<file path="src/sv/uvst_pkg.sv">
// Package for the unique value set table: field widths, command and status
// codes, and the command/status structs between controller and datapath.
// No dependencies.
package uvst_pkg;

  localparam int CMD_W    = 1;
  localparam int VALUE_W  = 32;
  localparam int STATUS_W = 2;
  localparam int COUNT_W  = 5;

  localparam logic [CMD_W-1:0] CMD_ADD    = 1'b0;
  localparam logic [CMD_W-1:0] CMD_REMOVE = 1'b1;

  localparam logic [STATUS_W-1:0] ST_DONE    = 2'd0;
  localparam logic [STATUS_W-1:0] ST_REFUSED = 2'd1;
  localparam logic [STATUS_W-1:0] ST_FULL    = 2'd2;

  // Commands from the controller to the datapath.
  typedef struct packed {
    logic                capture;
    logic                compare;
    logic                apply_add;
    logic                apply_del;
    logic                load_out;
    logic [STATUS_W-1:0] status;
  } dp_cmd_t;

  // Status from the datapath back to the controller.
  typedef struct packed {
    logic hit;
    logic full;
    logic is_remove;
  } dp_stat_t;

endpackage

</file>
<file path="src/sv/uvst_if.sv">
// Handshake channel interfaces for the unique value set table.
// Depends on uvst_pkg for field widths.
interface uvst_in_if;
  logic                                 valid;
  logic                                 ready;
  logic [uvst_pkg::CMD_W-1:0]           cmd;
  logic signed [uvst_pkg::VALUE_W-1:0]  value;

  modport source (output valid, output cmd, output value, input ready);
  modport sink (input valid, input cmd, input value, output ready);
endinterface

interface uvst_out_if;
  logic                          valid;
  logic                          ready;
  logic [uvst_pkg::STATUS_W-1:0] status;
  logic [uvst_pkg::COUNT_W-1:0]  count;
  logic                          empty_res;

  modport source (output valid, output status, output count, output empty_res, input ready);
  modport sink (input valid, input status, input count, input empty_res, output ready);
endinterface

</file>
<file path="src/sv/unique_value_set_table_top.sv">
// Top level of the unique value set table.
// Depends on uvst_pkg, uvst_in_if, uvst_out_if, uvst_ctrl and uvst_dp.
//
// Usage: each word on in_ch carries a command (add or remove) and a signed
// 32-bit value. Each accepted word yields exactly one word on out_ch with
// the status (done, refused, full), the count after the operation and an
// empty flag. Words are accepted when valid and ready are both high.
// Steps: the accepted word is captured, then compared in parallel across all
// cells, then the update step changes the table and loads the result
// register. A new word is accepted only once the previous one has passed
// the update step, as set by the compare and update steps of the
// controller; in_ch takes one word at a time.
// The result register parts the two sides: a new word is taken while the
// previous result waits. If out_ch stalls, the update step waits with the
// table unchanged until the result register is free.
// Reset: synchronous, active low; the count goes to zero and no result is
// pending. Cell contents are not cleared, as only cells below the count are
// read. CAPACITY sets the number of cells.
module unique_value_set_table_top #(
  parameter int CAPACITY = 16
) (
  input logic       clk,
  input logic       rst_n,
  uvst_in_if.sink   in_ch,
  uvst_out_if.source out_ch
);

  uvst_pkg::dp_cmd_t  dp_cmd;
  uvst_pkg::dp_stat_t dp_stat;

  uvst_ctrl u_ctrl (
    .clk      (clk),
    .rst_n    (rst_n),
    .in_valid (in_ch.valid),
    .in_ready (in_ch.ready),
    .out_valid(out_ch.valid),
    .out_ready(out_ch.ready),
    .stat     (dp_stat),
    .cmd      (dp_cmd)
  );

  uvst_dp #(
    .CAPACITY(CAPACITY)
  ) u_dp (
    .clk          (clk),
    .rst_n        (rst_n),
    .in_cmd       (in_ch.cmd),
    .in_value     (in_ch.value),
    .cmd          (dp_cmd),
    .stat         (dp_stat),
    .out_status   (out_ch.status),
    .out_count    (out_ch.count),
    .out_empty_res(out_ch.empty_res)
  );

endmodule

</file>
<file path="src/sv/uvst_ctrl.sv">
// Controller of the unique value set table: sequences compare and update,
// decides the status and owns the result valid flag. Depends on uvst_pkg.
module uvst_ctrl (
  input  logic               clk,
  input  logic               rst_n,
  input  logic               in_valid,
  output logic               in_ready,
  output logic               out_valid,
  input  logic               out_ready,
  input  uvst_pkg::dp_stat_t stat,
  output uvst_pkg::dp_cmd_t  cmd
);

  typedef enum logic [1:0] {
    S_IDLE,
    S_CMP,
    S_UPD
  } state_t;

  state_t state_r, state_nxt;
  logic   out_valid_r, out_valid_nxt;
  logic   fire;

  assign in_ready  = (state_r == S_IDLE);
  assign out_valid = out_valid_r;
  // The result register is free when empty or being taken this cycle.
  assign fire      = (state_r == S_UPD) && (!out_valid_r || out_ready);

  always_comb begin
    cmd           = '0;
    cmd.capture   = in_valid && in_ready;
    cmd.compare   = (state_r == S_CMP);
    cmd.load_out  = fire;
    if (stat.is_remove) begin
      cmd.status    = stat.hit ? uvst_pkg::ST_DONE : uvst_pkg::ST_REFUSED;
      cmd.apply_del = fire && stat.hit;
    end else if (stat.hit) begin
      cmd.status = uvst_pkg::ST_REFUSED;
    end else if (stat.full) begin
      cmd.status = uvst_pkg::ST_FULL;
    end else begin
      cmd.status    = uvst_pkg::ST_DONE;
      cmd.apply_add = fire;
    end
  end

  always_comb begin
    state_nxt = state_r;
    unique case (state_r)
      S_IDLE: if (in_valid) state_nxt = S_CMP;
      S_CMP:  state_nxt = S_UPD;
      S_UPD:  if (fire) state_nxt = S_IDLE;
      default: state_nxt = S_IDLE;
    endcase
    if (fire) begin
      out_valid_nxt = 1'b1;
    end else if (out_ready) begin
      out_valid_nxt = 1'b0;
    end else begin
      out_valid_nxt = out_valid_r;
    end
  end

  always_ff @(posedge clk) begin
    if (!rst_n) begin
      state_r     <= S_IDLE;
      out_valid_r <= 1'b0;
    end else begin
      state_r     <= state_nxt;
      out_valid_r <= out_valid_nxt;
    end
  end

endmodule

</file>
<file path="src/sv/uvst_dp.sv">
// Datapath of the unique value set table: the row of value cells with
// parallel compare and shift, the count and the result register. Depends on uvst_pkg.
module uvst_dp #(
  parameter int CAPACITY = 16
) (
  input  logic                               clk,
  input  logic                               rst_n,
  input  logic [uvst_pkg::CMD_W-1:0]         in_cmd,
  input  logic signed [uvst_pkg::VALUE_W-1:0] in_value,
  input  uvst_pkg::dp_cmd_t                  cmd,
  output uvst_pkg::dp_stat_t                 stat,
  output logic [uvst_pkg::STATUS_W-1:0]      out_status,
  output logic [uvst_pkg::COUNT_W-1:0]       out_count,
  output logic                               out_empty_res
);

  localparam int CntW = $clog2(CAPACITY + 1);
  localparam int IdxW = (CAPACITY > 1) ? $clog2(CAPACITY) : 1;

  logic [uvst_pkg::VALUE_W-1:0]  cell_r [CAPACITY];
  logic [CntW-1:0]               count_r, count_nxt;
  logic [uvst_pkg::CMD_W-1:0]    cmd_r;
  logic [uvst_pkg::VALUE_W-1:0]  value_r;
  logic                          hit_r;
  logic [IdxW-1:0]               pos_r;
  logic [uvst_pkg::STATUS_W-1:0] status_r;
  logic [uvst_pkg::COUNT_W-1:0]  res_count_r;
  logic                          empty_r;

  logic [CAPACITY-1:0] match;
  logic [IdxW-1:0]     match_pos;

  // Only cells below the count hold values; values are distinct, so at
  // most one cell matches and the position encode is a plain OR.
  always_comb begin
    match_pos = '0;
    for (int i = 0; i < CAPACITY; i++) begin
      match[i] = (CntW'(i) < count_r) && (cell_r[i] == value_r);
      if (match[i]) match_pos = match_pos | IdxW'(i);
    end
  end

  always_comb begin
    if (cmd.apply_add) begin
      count_nxt = count_r + CntW'(1);
    end else if (cmd.apply_del) begin
      count_nxt = count_r - CntW'(1);
    end else begin
      count_nxt = count_r;
    end
  end

  assign stat.hit       = hit_r;
  assign stat.full      = (count_r == CntW'(CAPACITY));
  assign stat.is_remove = (cmd_r == uvst_pkg::CMD_REMOVE);

  assign out_status    = status_r;
  assign out_count     = res_count_r;
  assign out_empty_res = empty_r;

  always_ff @(posedge clk) begin
    if (!rst_n) begin
      count_r <= '0;
    end else begin
      count_r <= count_nxt;
    end
  end

  always_ff @(posedge clk) begin
    if (cmd.capture) begin
      cmd_r   <= in_cmd;
      value_r <= in_value;
    end
    if (cmd.compare) begin
      hit_r <= |match;
      pos_r <= match_pos;
    end
    if (cmd.load_out) begin
      status_r    <= cmd.status;
      res_count_r <= uvst_pkg::COUNT_W'(count_nxt);
      empty_r     <= (count_nxt == '0);
    end
  end

  // Add writes the cell at the count; remove pulls every cell at or
  // above the hit position but the last down from its upper neighbor.
  for (genvar i = 0; i < CAPACITY; i++) begin : g_cell
    if (i < CAPACITY - 1) begin : g_mid
      always_ff @(posedge clk) begin
        if (cmd.apply_add && (CntW'(i) == count_r)) begin
          cell_r[i] <= value_r;
        end else if (cmd.apply_del && (IdxW'(i) >= pos_r)) begin
          cell_r[i] <= cell_r[i+1];
        end
      end
    end else begin : g_last
      always_ff @(posedge clk) begin
        if (cmd.apply_add && (CntW'(i) == count_r)) begin
          cell_r[i] <= value_r;
        end
      end
    end
  end

endmodule

</file>
<file path="src/flat_wrapper.sv">
// flat-port wrapper written by rule: the top's interface ports become plain ports
module unique_value_set_table_top_flat 
#(
  parameter int CAPACITY = 16
)
  (clk, rst_n, in_ch_valid, in_ch_cmd, in_ch_value, in_ch_ready, out_ch_valid, out_ch_status, out_ch_count, out_ch_empty_res, out_ch_ready);
  uvst_in_if in_ch_i ();
  uvst_out_if out_ch_i ();
  input logic clk;
  input logic rst_n;
  input wire logic [$bits(in_ch_i.valid)-1:0] in_ch_valid;
  input wire logic [$bits(in_ch_i.cmd)-1:0] in_ch_cmd;
  input wire logic [$bits(in_ch_i.value)-1:0] in_ch_value;
  output wire logic [$bits(in_ch_i.ready)-1:0] in_ch_ready;
  output wire logic [$bits(out_ch_i.valid)-1:0] out_ch_valid;
  output wire logic [$bits(out_ch_i.status)-1:0] out_ch_status;
  output wire logic [$bits(out_ch_i.count)-1:0] out_ch_count;
  output wire logic [$bits(out_ch_i.empty_res)-1:0] out_ch_empty_res;
  input wire logic [$bits(out_ch_i.ready)-1:0] out_ch_ready;
  assign in_ch_i.valid = in_ch_valid;
  assign in_ch_i.cmd = in_ch_cmd;
  assign in_ch_i.value = in_ch_value;
  assign in_ch_ready = in_ch_i.ready;
  assign out_ch_valid = out_ch_i.valid;
  assign out_ch_status = out_ch_i.status;
  assign out_ch_count = out_ch_i.count;
  assign out_ch_empty_res = out_ch_i.empty_res;
  assign out_ch_i.ready = out_ch_ready;
  unique_value_set_table_top #(.CAPACITY(CAPACITY)) u_core (.clk(clk), .rst_n(rst_n), .in_ch(in_ch_i), .out_ch(out_ch_i));
endmodule
</file>
<file path="config.mk">
export PLATFORM = sky130hd
export DESIGN_NAME = unique_value_set_table_top_flat
export DESIGN_NICKNAME = d
export VERILOG_FILES = /design/src/sv/uvst_pkg.sv /design/src/sv/uvst_if.sv /design/src/sv/unique_value_set_table_top.sv /design/src/sv/uvst_ctrl.sv /design/src/sv/uvst_dp.sv /design/src/flat_wrapper.sv
export SDC_FILE = /design/constraint.sdc
export NUM_CORES = 1
export LEC_CHECK = 0
export BUFFER_PORTS_ARGS = -buffer_cell sky130_fd_sc_hd__buf_2
export CELL_PAD_IN_SITES_DETAIL_PLACEMENT = 0
export CELL_PAD_IN_SITES_GLOBAL_PLACEMENT = 2
export CORE_ASPECT_RATIO = 0.6
export CORE_UTILIZATION = 44
export DETAILED_ROUTE_END_ITERATION = 8
export PLACE_DENSITY = 0.81
export SKIP_CTS_REPAIR_TIMING = 1
export SYNTH_ARGS = -nofsm -noshare
export SYNTH_HDL_FRONTEND = slang
export SYNTH_SLANG_ARGS = --single-unit
</file>
<file path="constraint.sdc">
create_clock -name clk -period 6.2 [get_ports clk]
set_clock_uncertainty 0.2 [all_clocks]
set_input_delay 0.62 -clock clk [delete_from_list [all_inputs] [get_ports clk]]
set_output_delay 0.62 -clock clk [all_outputs]
set_load 0.01 [all_outputs]
</file>
# Yosys cells after proc, flatten, opt, wreduce, memory -nomap -nowiden
# Memories as Yosys holds them, arrays and structs flattened.
# Index checks and enable logic that the tools add are counted.
# word_totals
regBits,54
mem_bits_rw,512
inputBits,37
output_inout_bits,10
word_cells,283
n_memories,1
# classes
add_sub_neg,2
magnitude_cmp,31
n_eq_ne,36
n_mux,123
bitwise,15
n_reduce_logical,62
# mem_list
name,words,width,read_ports,rd_ports_with_merged_regs,wr,line_no,rtl
u_core.u_dp.cell_r,16,32,16,0,15,uvst_dp.sv:20,logic [uvst_pkg::VALUE_W-1:0] cell_r [CAPACITY];
# ops
operator,n
$eq 32x32->1,16
$mux 32,16
$mux 1,86
$logic_and 1x1->1,50
$eq 4x5->1 const A,8
$lt 4x5->1 const A,8
$reduce_or 32->1,1
$ge 4x4->1 const A,7
$mux 4,7
$eq 3x5->1 const A,4
$lt 3x5->1 const A,4
$ge 3x4->1 const A,4
$reduce_or 16->1,1
$or 1x1->1,15
$mux 2,7
$mux 3,4
$eq 2x5->1 const A,2
$logic_not 5->1,2
$lt 1x5->1 const A,2
$lt 2x5->1 const A,2
$mux 5,2
$ge 1x4->1 const A,2
$ge 2x4->1 const A,2
$reduce_or 8->1,1
other kinds (15),16

# Logic depth before layout (Yosys ltp)
# Gate-level depths: netlist of the first run.
# An unclocked memory read counts as a cell.
# logic_depth
depth_word,16
mapped_depth,9
mapped_depth_nobuf,8

# Hierarchy
# From an unflattened synthesis of the first run, not the netlist that was laid out.
# unflattened
hier_cells,2090
area_unflattened_um2,30058.8
# by_module_without_submodules
mod,n_inst,cells_per_inst,area_each_um2,seq_area_each_um2
uvst_dp,1,2069,29876.2,16856.2
uvst_ctrl,1,21,182.7,60.1

# Least setup slack after synthesis of the first run
# No wires, ideal clock.
# synth_path
kind,register -> register
from,reg u_core.u_dp.count_r[0]
to,mem u_core.u_dp.cell_r[0][160] (netlist bit) (enable)
setup_ns,0.466
arrival_time_ns,4.046
required_ns,5.534
path_slack_ns,1.489
path_stages_with_launch,8
n_path_buf,1
period_less_slack_ns,4.711
cell_sequence,dfxtp_1 clkbuf_1 inv_1 ha_1 and4bb_2 nor4b_4 nand3_1 o21ai_0
# synth_rtl
item,line_no,rtl
start: declaration,uvst_dp.sv:21,"logic [CntW-1:0] count_r, count_nxt;"
start signal: assignment,uvst_dp.sv:65,count_r <= count_nxt;
end: declaration,uvst_dp.sv:20,

==> key figures, run 1 <==
Status
  – Result of the run: completed

Die
  – Width of the chip: about 340 um
  – I/O pin cnt: 47
  – Initial Utilization: between 40% and 50%
  – Die area: roughly 0.069 mm^2
  – # rows: 73
  – CORE AREA: roughly 0.067 mm^2
  – Die Y: ~200 um

Finish
  – Commonest cells after routing, fill and taps aside: edfxtp_1 (558), mux2_2 (480), xor2_1 (445)
  – Commonest non-fill, non-tap cell in the layout: edfxtp_1
  – Nets: 2,123
  – Non-Filler Instances: roughly 3,000
  – ANT cells: 0
  – Area Overhead vs Synth: 10.6%
  – Fraction of layout cells with a size suffix above 1: between 30% and 40%

Run
  – Max-cap violations: 0

Synth
  – Synth Cell Area: 0.0298 mm^2
  – Mapped Nets: between 2,000 and 2,500
  – Ranking of synthesized cells by area: edfxtp_1 (56%), mux2_2 (18%), xor2_1 (13%), nor4_1 (2.4%), xnor2_1 (2.1%)
  – Leading area contributor after synthesis: edfxtp_1
  – Syn_area_per_cell: ~14 um^2
  – Share of the synthesized area in the top cell type: between 50 and 60%
  – Synth Warn #: 0
  – #FFs+latches synth: roughly 570
  – Sequential fraction of the synthesis area: 56.7%
  – Synthesized instance count: about 2,100
  – Netlist cell types: 50

CTS
  – Worst-Skew Late Latency: 0.65 ns
  – CTS Sinks: ~570
  – CTS tree: built
  – Clock Pin Slew Worst Setup and Hold Paths: roughly 0.07 ns
  – CTS Root Cell: clkbuf_16
  – Max clock buf depth: 3
  – CTS H-tree depth: 2
  – Num CTS Buffers: 54

Detailed routing
  – DRC viols: 0
  – DRT iter0 DRCs: around 2,600
  – Antenna Nets Post-Route: 0
  – Total Routed Length: 92.7 mm
  – DR vias/cell: ~6
  – Average wire per standard cell: 30.6 um
  – TritonRoute pass-1 iters: 5
  – Vias post-DR: around 18,000

GRT
  – Vias in the first global route: 16,800
  – Pin count of the biggest net entering global routing: 36
  – Global-route wire length before repair: ~130 mm
  – Grt total ovfl: 0
  – Antenna violations before repair: 5
  – GRT Total Usage: roughly a quarter

Critical path
  – Critical Path Sink Type: flip-flop
  – Worst path top cell family by delay: simple AND/OR/NAND/NOR gates
  – Largest stage delay, worst path: around 0.97 ns
  – Max FO, Critical Path: 32
  – Critical Path RT: 6.25 ns
  – Cell chain of the critical path: inv_1 > ha_1 > and4bb_2 > nor4b_4 > nand3_1 > o22ai_4
  – Critical path type: flip-flop to flip-flop
  – Crit path depth: 6
  – Worst EP arrival: 4.04 ns
  – Reg2reg path depth: 6
  – Slowest cell on crit path: o22ai_4
  – Worst path buffer plus inverter count: 1
  – Worst R2R Setup Slack: about 2.2 ns
  – Crit path launch type: flip-flop

Placed design
  – Placer Congestion: 0.989
  – I/O Buffers: 46
  – Placed Instances: between 2,000 and 3,000
  – DPL Wire Length: 63.4 mm

Power and ir drop
  – VDD IR max: a little over 200 uV
  – Pwr/cell area: approximately 260 mW/mm^2
  – LEAKAGE: between 10 and 15 nW

Timing
  – Fin crit period: between 3 and 4 ns
  – Final max-slew violation count: 0
  – RSZ-0062 raised after global routing: false
  – Slew @ Worst Pin: 1.42 ns
  – Final Setup Violations: 0
  – Setup TNS: 0 ns
  – Crit share post-route: ~64%
  – Final hold viol count: 0
  – Headroom to the max-slew limit: under 10%
  – Fmax: between 200 and 300 MHz

Hold path
  – Worst hold-check path type: primary input to flip-flop
  – Hold depth: 2
sequential cells by signal, summed over array words and instances (netlist names):
signal                     cells
u_core.u_dp.value_r           32
u_core.u_dp.out_status         2
u_core.u_dp.cmd_r              1
u_core.u_dp.out_count          5
u_core.u_ctrl.state_r          2
u_core.u_ctrl.out_valid        1
u_core.u_dp.out_empty_res      1
u_core.u_dp.pos_r              4
u_core.u_dp.hit_r              1
u_core.u_dp.count_r            5
u_core.u_dp.cell_r           512
cells by family after synthesis:
| kind of cell | after synthesis | share of synthesized area [%] |
|---|---|---|
| multiplexers | 481 | 18.1 |
| buffers and inverters | 191 | 3.61 |
| XOR/XNOR | 516 | 15.1 |
| flip-flops | 566 | 56.7 |
| adder cells (fa/ha/maj) | 6 | 0.252 |
| AND/OR/NAND/NOR | 264 | 5.27 |
| AO/OA/AOI/OAI | 38 | 0.918 |
synthesized netlist by cell type (all sizes together):
| master | n |
|---|---|
| nor3 | 17 |
| ha | 6 |
| mux2i | 1 |
| a32oi | 1 |
| xor2 | 445 |
| or3 | 3 |
| and4bb | 1 |
| clkbuf | 38 |
| edfxtp | 558 |
| xnor2 | 71 |
| o21bai | 1 |
| a21boi | 1 |
| and2 | 8 |
| a21o | 3 |
| a31o | 4 |
| or4b | 1 |
| nand3 | 24 |
| or4 | 1 |
| a31oi | 3 |
| nor2 | 20 |
| nand2b | 3 |
| nor4 | 114 |
| inv | 7 |
| or2 | 1 |
| and3 | 2 |
| dfxtp | 8 |
| buf | 146 |
| a2111oi | 7 |
| a21oi | 7 |
| a41oi | 1 |
| nand2 | 25 |
| o22ai | 1 |
| nand4 | 38 |
| nor4b | 2 |
| nor2b | 4 |
| o21ai | 8 |
| a22oi | 1 |
| mux2 | 480 |
per-stage QoR:
stage / utilization, % / worst slack (ns) / hold slack (ns) / instance area, um^2 / total power [mW]
after floorplan: - / 1.49 / 0.221 / 29800 / 4.85
after global routing: 49.5 / 2.11 / 0.00700 / 33000 / 8.74
after detailed placement: 46.3 / 2.04 / 0.289 / 30900 / 5.09
final: 49.5 / 2.21 / 0.00508 / 33000 / 8.54
after global placement: 46.3 / 2.10 / 0.310 / 30900 / 5.09
after CTS: 49.0 / 2.27 / -0.0889 / 32700 / 8.54
worst paths after layout:
path | from | endpoint
min reg2reg | u_core.u_ctrl.out_valid | u_core.u_ctrl.out_valid
max | u_core.u_dp.count_r[1] | u_core.u_dp.cell_r[0][243]
min | in_ch_valid | u_core.u_ctrl.state_r[0]
max reg2reg | u_core.u_dp.count_r[1] | u_core.u_dp.cell_r[0][243]
area by class of cell:
cell class | instances | area, um^2
flip-flops and latches | 566 | 16900
multi-input cells | 1305 | 12000
repair buffers | 146 | 1160
clock inverters | 34 | 394
fillers | 5764 | 33700
clock buffers | 68 | 1400
inverters | 7 | 26.3
well taps | 900 | 1130
layer usage:
layer,wire [um],track usage [%],part of all wire (%),vias to the layer above
li1,-,-,-,7656
met1,45400,43.3,49,9062
met2,32900,31.7,35,955
met3,13300,10.7,14,82
met4,1110,4.48,1.2,2
met5,10,0,0.011,-
power breakdown:
part / internal, mW / switching (mW) / total [mW]
combinational: 0.309 / 0.412 / 0.720
clock: 1.92 / 1.58 / 3.49
sequential: 4.25 / 0.0715 / 4.33
total: 6.48 / 2.06 / 8.54
worst reg2reg max path: stages (launching register included):
cell,delay (ns)
dfxtp_1,0.49
inv_1,0.22
ha_1,0.37
and4bb_2,0.34
nor4b_4,0.60
nand3_1,0.35
o22ai_4,0.97
Note: power is estimated with default switching activity, not from simulation.
==> run 2, diff against run 1 <==
--- a/config.mk
+++ b/config.mk
@@ -5,13 +5,14 @@
 export SDC_FILE = /design/constraint.sdc
 export NUM_CORES = 1
 export LEC_CHECK = 0
+export ABC_AREA = 1
 export BUFFER_PORTS_ARGS = -buffer_cell sky130_fd_sc_hd__buf_2
 export CELL_PAD_IN_SITES_DETAIL_PLACEMENT = 0
 export CELL_PAD_IN_SITES_GLOBAL_PLACEMENT = 2
 export CORE_ASPECT_RATIO = 0.6
-export CORE_UTILIZATION = 44
+export CORE_UTILIZATION = 37
 export DETAILED_ROUTE_END_ITERATION = 8
-export PLACE_DENSITY = 0.81
+export PLACE_DENSITY = 0.82
 export SKIP_CTS_REPAIR_TIMING = 1
 export SYNTH_ARGS = -nofsm -noshare
 export SYNTH_HDL_FRONTEND = slang
==> constraint.sdc (replaced) <==
create_clock -name clk -period 3.6 [get_ports clk]
set_clock_uncertainty 0.2 [all_clocks]
set_input_delay 0.36 -clock clk [delete_from_list [all_inputs] [get_ports clk]]
set_output_delay 0.36 -clock clk [all_outputs]
set_load 0.01 [all_outputs]
==> run 2 against run 1 <==
  * Maximum frequency rose by 28%
  * Clock-buffer cell count fell by 2
  * Power rose by 81%
  * Critical path depth rose by 2
  * Routed wire length rose by 39%
  * First-iteration DRC count rose by 54%
  * Sequential share of layout area fell by 2.7 points
  * Global-route usage rose by 3.7 points
  * Cell area rose by 5.5%
  * Area after synthesis rose by 2.6%
  * Final cell count rose by 51%
  * Clock power rose by 84%
  * Critical endpoint is now u_core.u_dp.cell_r[0][168]
  * Largest cell class unchanged
==> key figures, run 2 <==
Finish
  – Non-Filler Instances: 4,577 (was 3,026)
  – Nets: 3,492 (was 2,123)
  – Largest register FFs: 512 (unchanged)
  – Reg with most FFs: u_core.u_dp.cell_r (unchanged)
  – Regs by FF count: u_core.u_dp.cell_r x512, u_core.u_dp.value_r x32 (unchanged)
  – Fraction of layout cells with a size suffix above 1: 10.9% (was 33.1%)
  – ANT cells: 0 (unchanged)
  – Area Overhead vs Synth: 13.7% (was 10.6%)
  – Commonest non-fill, non-tap cell in the layout: nand2_1 (was edfxtp_1)
  – Commonest cells after routing, fill and taps aside: nand2_1 (789), edfxtp_1 (558), nor2_1 (431) (was edfxtp_1 (558), mux2_2 (480), xor2_1 (445))
  – Cell area after layout: 0.0348 mm^2 (was 0.0330 mm^2)

CTS
  – Clock Pin Slew Worst Setup and Hold Paths: 0.07 ns (about the same)
  – Num CTS Buffers: 57 (was 54)
  – CTS Root Cell: clkbuf_16 (unchanged)
  – CTS tree: built (unchanged)
  – CTS H-tree depth: 2 (unchanged)
  – Worst-Skew Late Latency: 0.68 ns (was 0.65 ns)
  – Max clock buf depth: 3 (unchanged)
  – CTS Sinks: 566 (unchanged)

Placed design
  – Placed Instances: 4,433 (was 2,893)
  – DPL Wire Length: 90.2 mm (was 63.4 mm)
  – Placer Congestion: 1.00 (was 0.989)
  – I/O Buffers: 46 (unchanged)
  – Dpl cell area: 0.0325 mm^2 (was 0.0309 mm^2)

Synth
  – Most instantiated cells after synthesis: nand2_1 (793), edfxtp_1 (558), nor2_1 (431) (was edfxtp_1 (558), mux2_2 (480), xor2_1 (445))
  – Ranking of synthesized cells by area: edfxtp_1 (55%), nand2_1 (9.7%), nor2_1 (5.3%), o21ai_0 (5.1%), inv_1 (3.5%) (was edfxtp_1 (56%), mux2_2 (18%), xor2_1 (13%), nor4_1 (2.4%), xnor2_1 (2.1%))
  – Leading area contributor after synthesis: edfxtp_1 (unchanged)
  – Count leader, synth: nand2_1 (was edfxtp_1)
  – Synth Warn #: 0 (unchanged)
  – Main synth FF type: edfxtp_1 (unchanged)
  – Netlist cell types: 40 (was 50)
  – Synth Cell Area: 0.0306 mm^2 (was 0.0298 mm^2)
  – Post-synth EDFFs: 558 (unchanged)
  – Syn_area_per_cell: 9.02 um^2 (was 14.5 um^2)
  – #FFs+latches synth: 566 (unchanged)
  – Synthesized instance count: 3,394 (was 2,062)
  – Fraction of registers with async set/reset: 0% (unchanged)
  – Share of the synthesized area in the top cell type: 54.7% (was 56.1%)
  – Mapped Nets: 3,437 (was 2,105)
  – Sequential fraction of the synthesis area: 55.2% (was 56.7%)

Power and ir drop
  – Tot Pwr: 15.4 mW (was 8.54 mW)
  – Switching power: 4.08 mW (was 2.06 mW)
  – Switching share of power: 26.4% (was 24.1%)
  – Clk pwr share: 41.6% (was 40.9%)
  – Flop pwr share: 47.9% (was 50.7%)
  – LEAKAGE: 13.6 nW (was 10.9 nW)
  – Pint: 11.4 mW (was 6.48 mW)
  – Comb power frac: 10.5% (was 8.4%)
  – Pwr/cell area: 443 mW/mm^2 (was 259 mW/mm^2)
  – VDD IR max: 368 uV (was 205 uV)

Die
  – CORE AREA: 0.0817 mm^2 (was 0.0667 mm^2)
  – Initial Utilization: 37.5% (was 44.8%)
  – Die area: 0.0839 mm^2 (was 0.0689 mm^2)
  – Width of the chip: 373 um (was 338 um)
  – I/O pin cnt: 47 (unchanged)
  – Die Y: 225 um (was 204 um)
  – # rows: 81 (was 73)

Timing
  – Fmax: 321 MHz (was 250 MHz)
  – Headroom to the max-slew limit: 29.1% (was 5.49%)
  – Crit share post-route: 86.5% (was 64.4%)
  – Final hold viol count: 0 (unchanged)
  – Final max-slew violation count: 0 (unchanged)
  – Slew @ Worst Pin: 1.06 ns (was 1.42 ns)
  – Final Setup Violations: 0 (unchanged)
  – Fin crit period: 3.11 ns (was 3.99 ns)
  – RSZ-0062 raised after global routing: false (unchanged)

Detailed routing
  – Total Routed Length: 129 mm (was 92.7 mm)
  – DRC viols: 0 (unchanged)
  – DR vias/cell: 5.47 (was 5.87)
  – DRT iter0 DRCs: 4,029 (was 2,618)
  – Vias post-DR: 25,100 (was 17,800)
  – Antenna Nets Post-Route: 0 (unchanged)
  – Average wire per standard cell: 28.2 um (was 30.6 um)
  – TritonRoute pass-1 iters: 6 (was 5)

Critical path
  – Max FO, Critical Path: 32 (unchanged)
  – Worst R2R Setup Slack: 0.49 ns (was 2.21 ns)
  – R2r endpoint: u_core.u_dp.cell_r[0][168] (was u_core.u_dp.cell_r[0][243])
  – Worst path top cell family by delay: simple AND/OR/NAND/NOR gates (unchanged)
  – Worst EP arrival: 3.21 ns (was 4.04 ns)
  – Worst path buffer plus inverter count: 2 (was 1)
  – Critical Path Sink Type: flip-flop (unchanged)
  – Cell chain of the critical path: inv_1 > ha_1 > nand3_1 > nand3_1 > nor2_2 > nand2_1 > o21ai_4 > buf_4 (was inv_1 > ha_1 > and4bb_2 > nor4b_4 > nand3_1 > o22ai_4)
  – CP most frequent cell: nand3_1
  – Critical path type: flip-flop to flip-flop (unchanged)
  – Launching point of the worst reg2reg path: u_core.u_dp.count_r[0] (was u_core.u_dp.count_r[1])
  – Reg2reg path depth: 8 (was 6)
  – Slowest cell on crit path: dfxtp_1 (was o22ai_4)
  – Crit path launch type: flip-flop (unchanged)
  – Largest stage delay, worst path: 0.52 ns (was 0.97 ns)
  – Critical Path RT: 3.69 ns (was 6.25 ns)

Run
  – Max-cap violations: 0 (unchanged)

Hold path
  – Hold Path Sink: u_core.u_dp.value_r[3] (was u_core.u_ctrl.state_r[0])
  – Hold depth: 2 (unchanged)
  – Hold Startpoint: in_ch_value[3] (was in_ch_valid)
  – Worst hold-check path type: primary input to flip-flop (unchanged)

GRT
  – GRT Total Usage: 30.3% (was 26.5%)
  – Global-route wire length before repair: 175 mm (was 128 mm)
  – Antenna violations before repair: 3 (was 5)
  – Grt total ovfl: 0 (unchanged)
  – Vias in the first global route: 22,100 (was 16,800)
  – Pin count of the biggest net entering global routing: 65 (was 36)

Status
  – Result of the run: completed (unchanged)
run 2: cell count changes in the layout (fill, tap and decap cells not counted), moves of 33 or more:
cell	previous run	this run
nor4_1	114	1
o21ai_1	0	55
mux2_2	480	29
xor2_1	445	122
nor2_1	15	431
buf_4	61	132
xnor2_1	71	121
nand2_1	25	789
o21ai_0	5	299
a21oi_1	5	201
inv_1	7	288
o22ai_1	0	33
run 2: cell families after synthesis:
| family | Yosys count | share of synthesized area (%) |
|---|---|---|
| mux | 30 | 1.10 |
| simple gates | 1389 | 18.2 |
| fa+ha+maj | 6 | 0.245 |
| compound gates | 637 | 10.9 |
| buf+inv | 523 | 7.38 |
| xor+xnor | 243 | 6.95 |
| flops | 566 | 55.2 |
run 2: power by group through the flow:
| stage | logic (mW) | registers [mW] | clock network [mW] |
|---|---|---|---|
| floorplan | 0.813 | 7.50 | 0 |
| global placement | 1.51 | 7.53 | 0 |
| detailed placement | 1.52 | 7.53 | 0 |
| CTS | 1.53 | 7.38 | 6.47 |
| global route | 1.70 | 7.39 | 6.71 |
| finish | 1.62 | 7.39 | 6.42 |
run 2: how the worst max path moves through the flow:
| stage | from | end | slack, ns | depth (start not counted) |
|---|---|---|---|---|
| 5_1_grt | u_core.u_dp.count_r[0] | u_core.u_dp.cell_r[0][165] | 0.31 | 8 |
| 6_report | u_core.u_dp.count_r[0] | u_core.u_dp.cell_r[0][168] | 0.49 | 8 |
| 2_1_floorplan | u_core.u_ctrl.state_r[1] | u_core.u_dp.cell_r[0][160] | -0.74 | 6 |
| 4_1_cts | u_core.u_dp.count_r[0] | u_core.u_dp.cell_r[0][183] | 0.54 | 8 |
| 3_3_place_gp | u_core.u_dp.count_r[0] | u_core.u_dp.cell_r[0][165] | 0.61 | 8 |
| 3_5_place_dp | u_core.u_dp.count_r[0] | u_core.u_dp.cell_r[0][183] | 0.58 | 8 |
run 2: cell type report:
cell class                 count  area [um^2]
fill                        8011        46900
sequential                   566        16900
multi-input combinational   2305        11700
timing repair buffer         222         1740
clock buffer                  66         1480
tap                         1079         1350
inverter                     297         1110
clock inverter                42          497
run 2: metal layers:
layer  track usage (%)  up-vias  wire, um
li1                  -    11400         -
met1              48.4    11900     60600
met2              36.6     1604     45200
met3              12.3      126     20800
met4              5.64        2      2210
met5                 0        -        20
run 2: worst register-to-register path: stages, from the launching register on:
cell and delay (ns):
dfxtp_1 0.52, inv_1 0.23, ha_1 0.29, nand3_1 0.15
nand3_1 0.11, nor2_2 0.28, nand2_1 0.30, o21ai_4 0.20
buf_4 0.42
run 2: metrics by stage:
step / util (%) / setup TNS (ns) / setup slack, ns / hold WS [ns]
4_1_cts: 42.2 / 0 / 0.544 / -0.364
5_1_grt: 42.6 / 0 / 0.310 / 0.184
2_1_floorplan: - / -71.26 / -0.742 / 0.221
6_report: 42.6 / 0 / 0.486 / 0.191
3_3_place_gp: 39.7 / 0 / 0.614 / 0.299
3_5_place_dp: 39.7 / 0 / 0.582 / 0.299
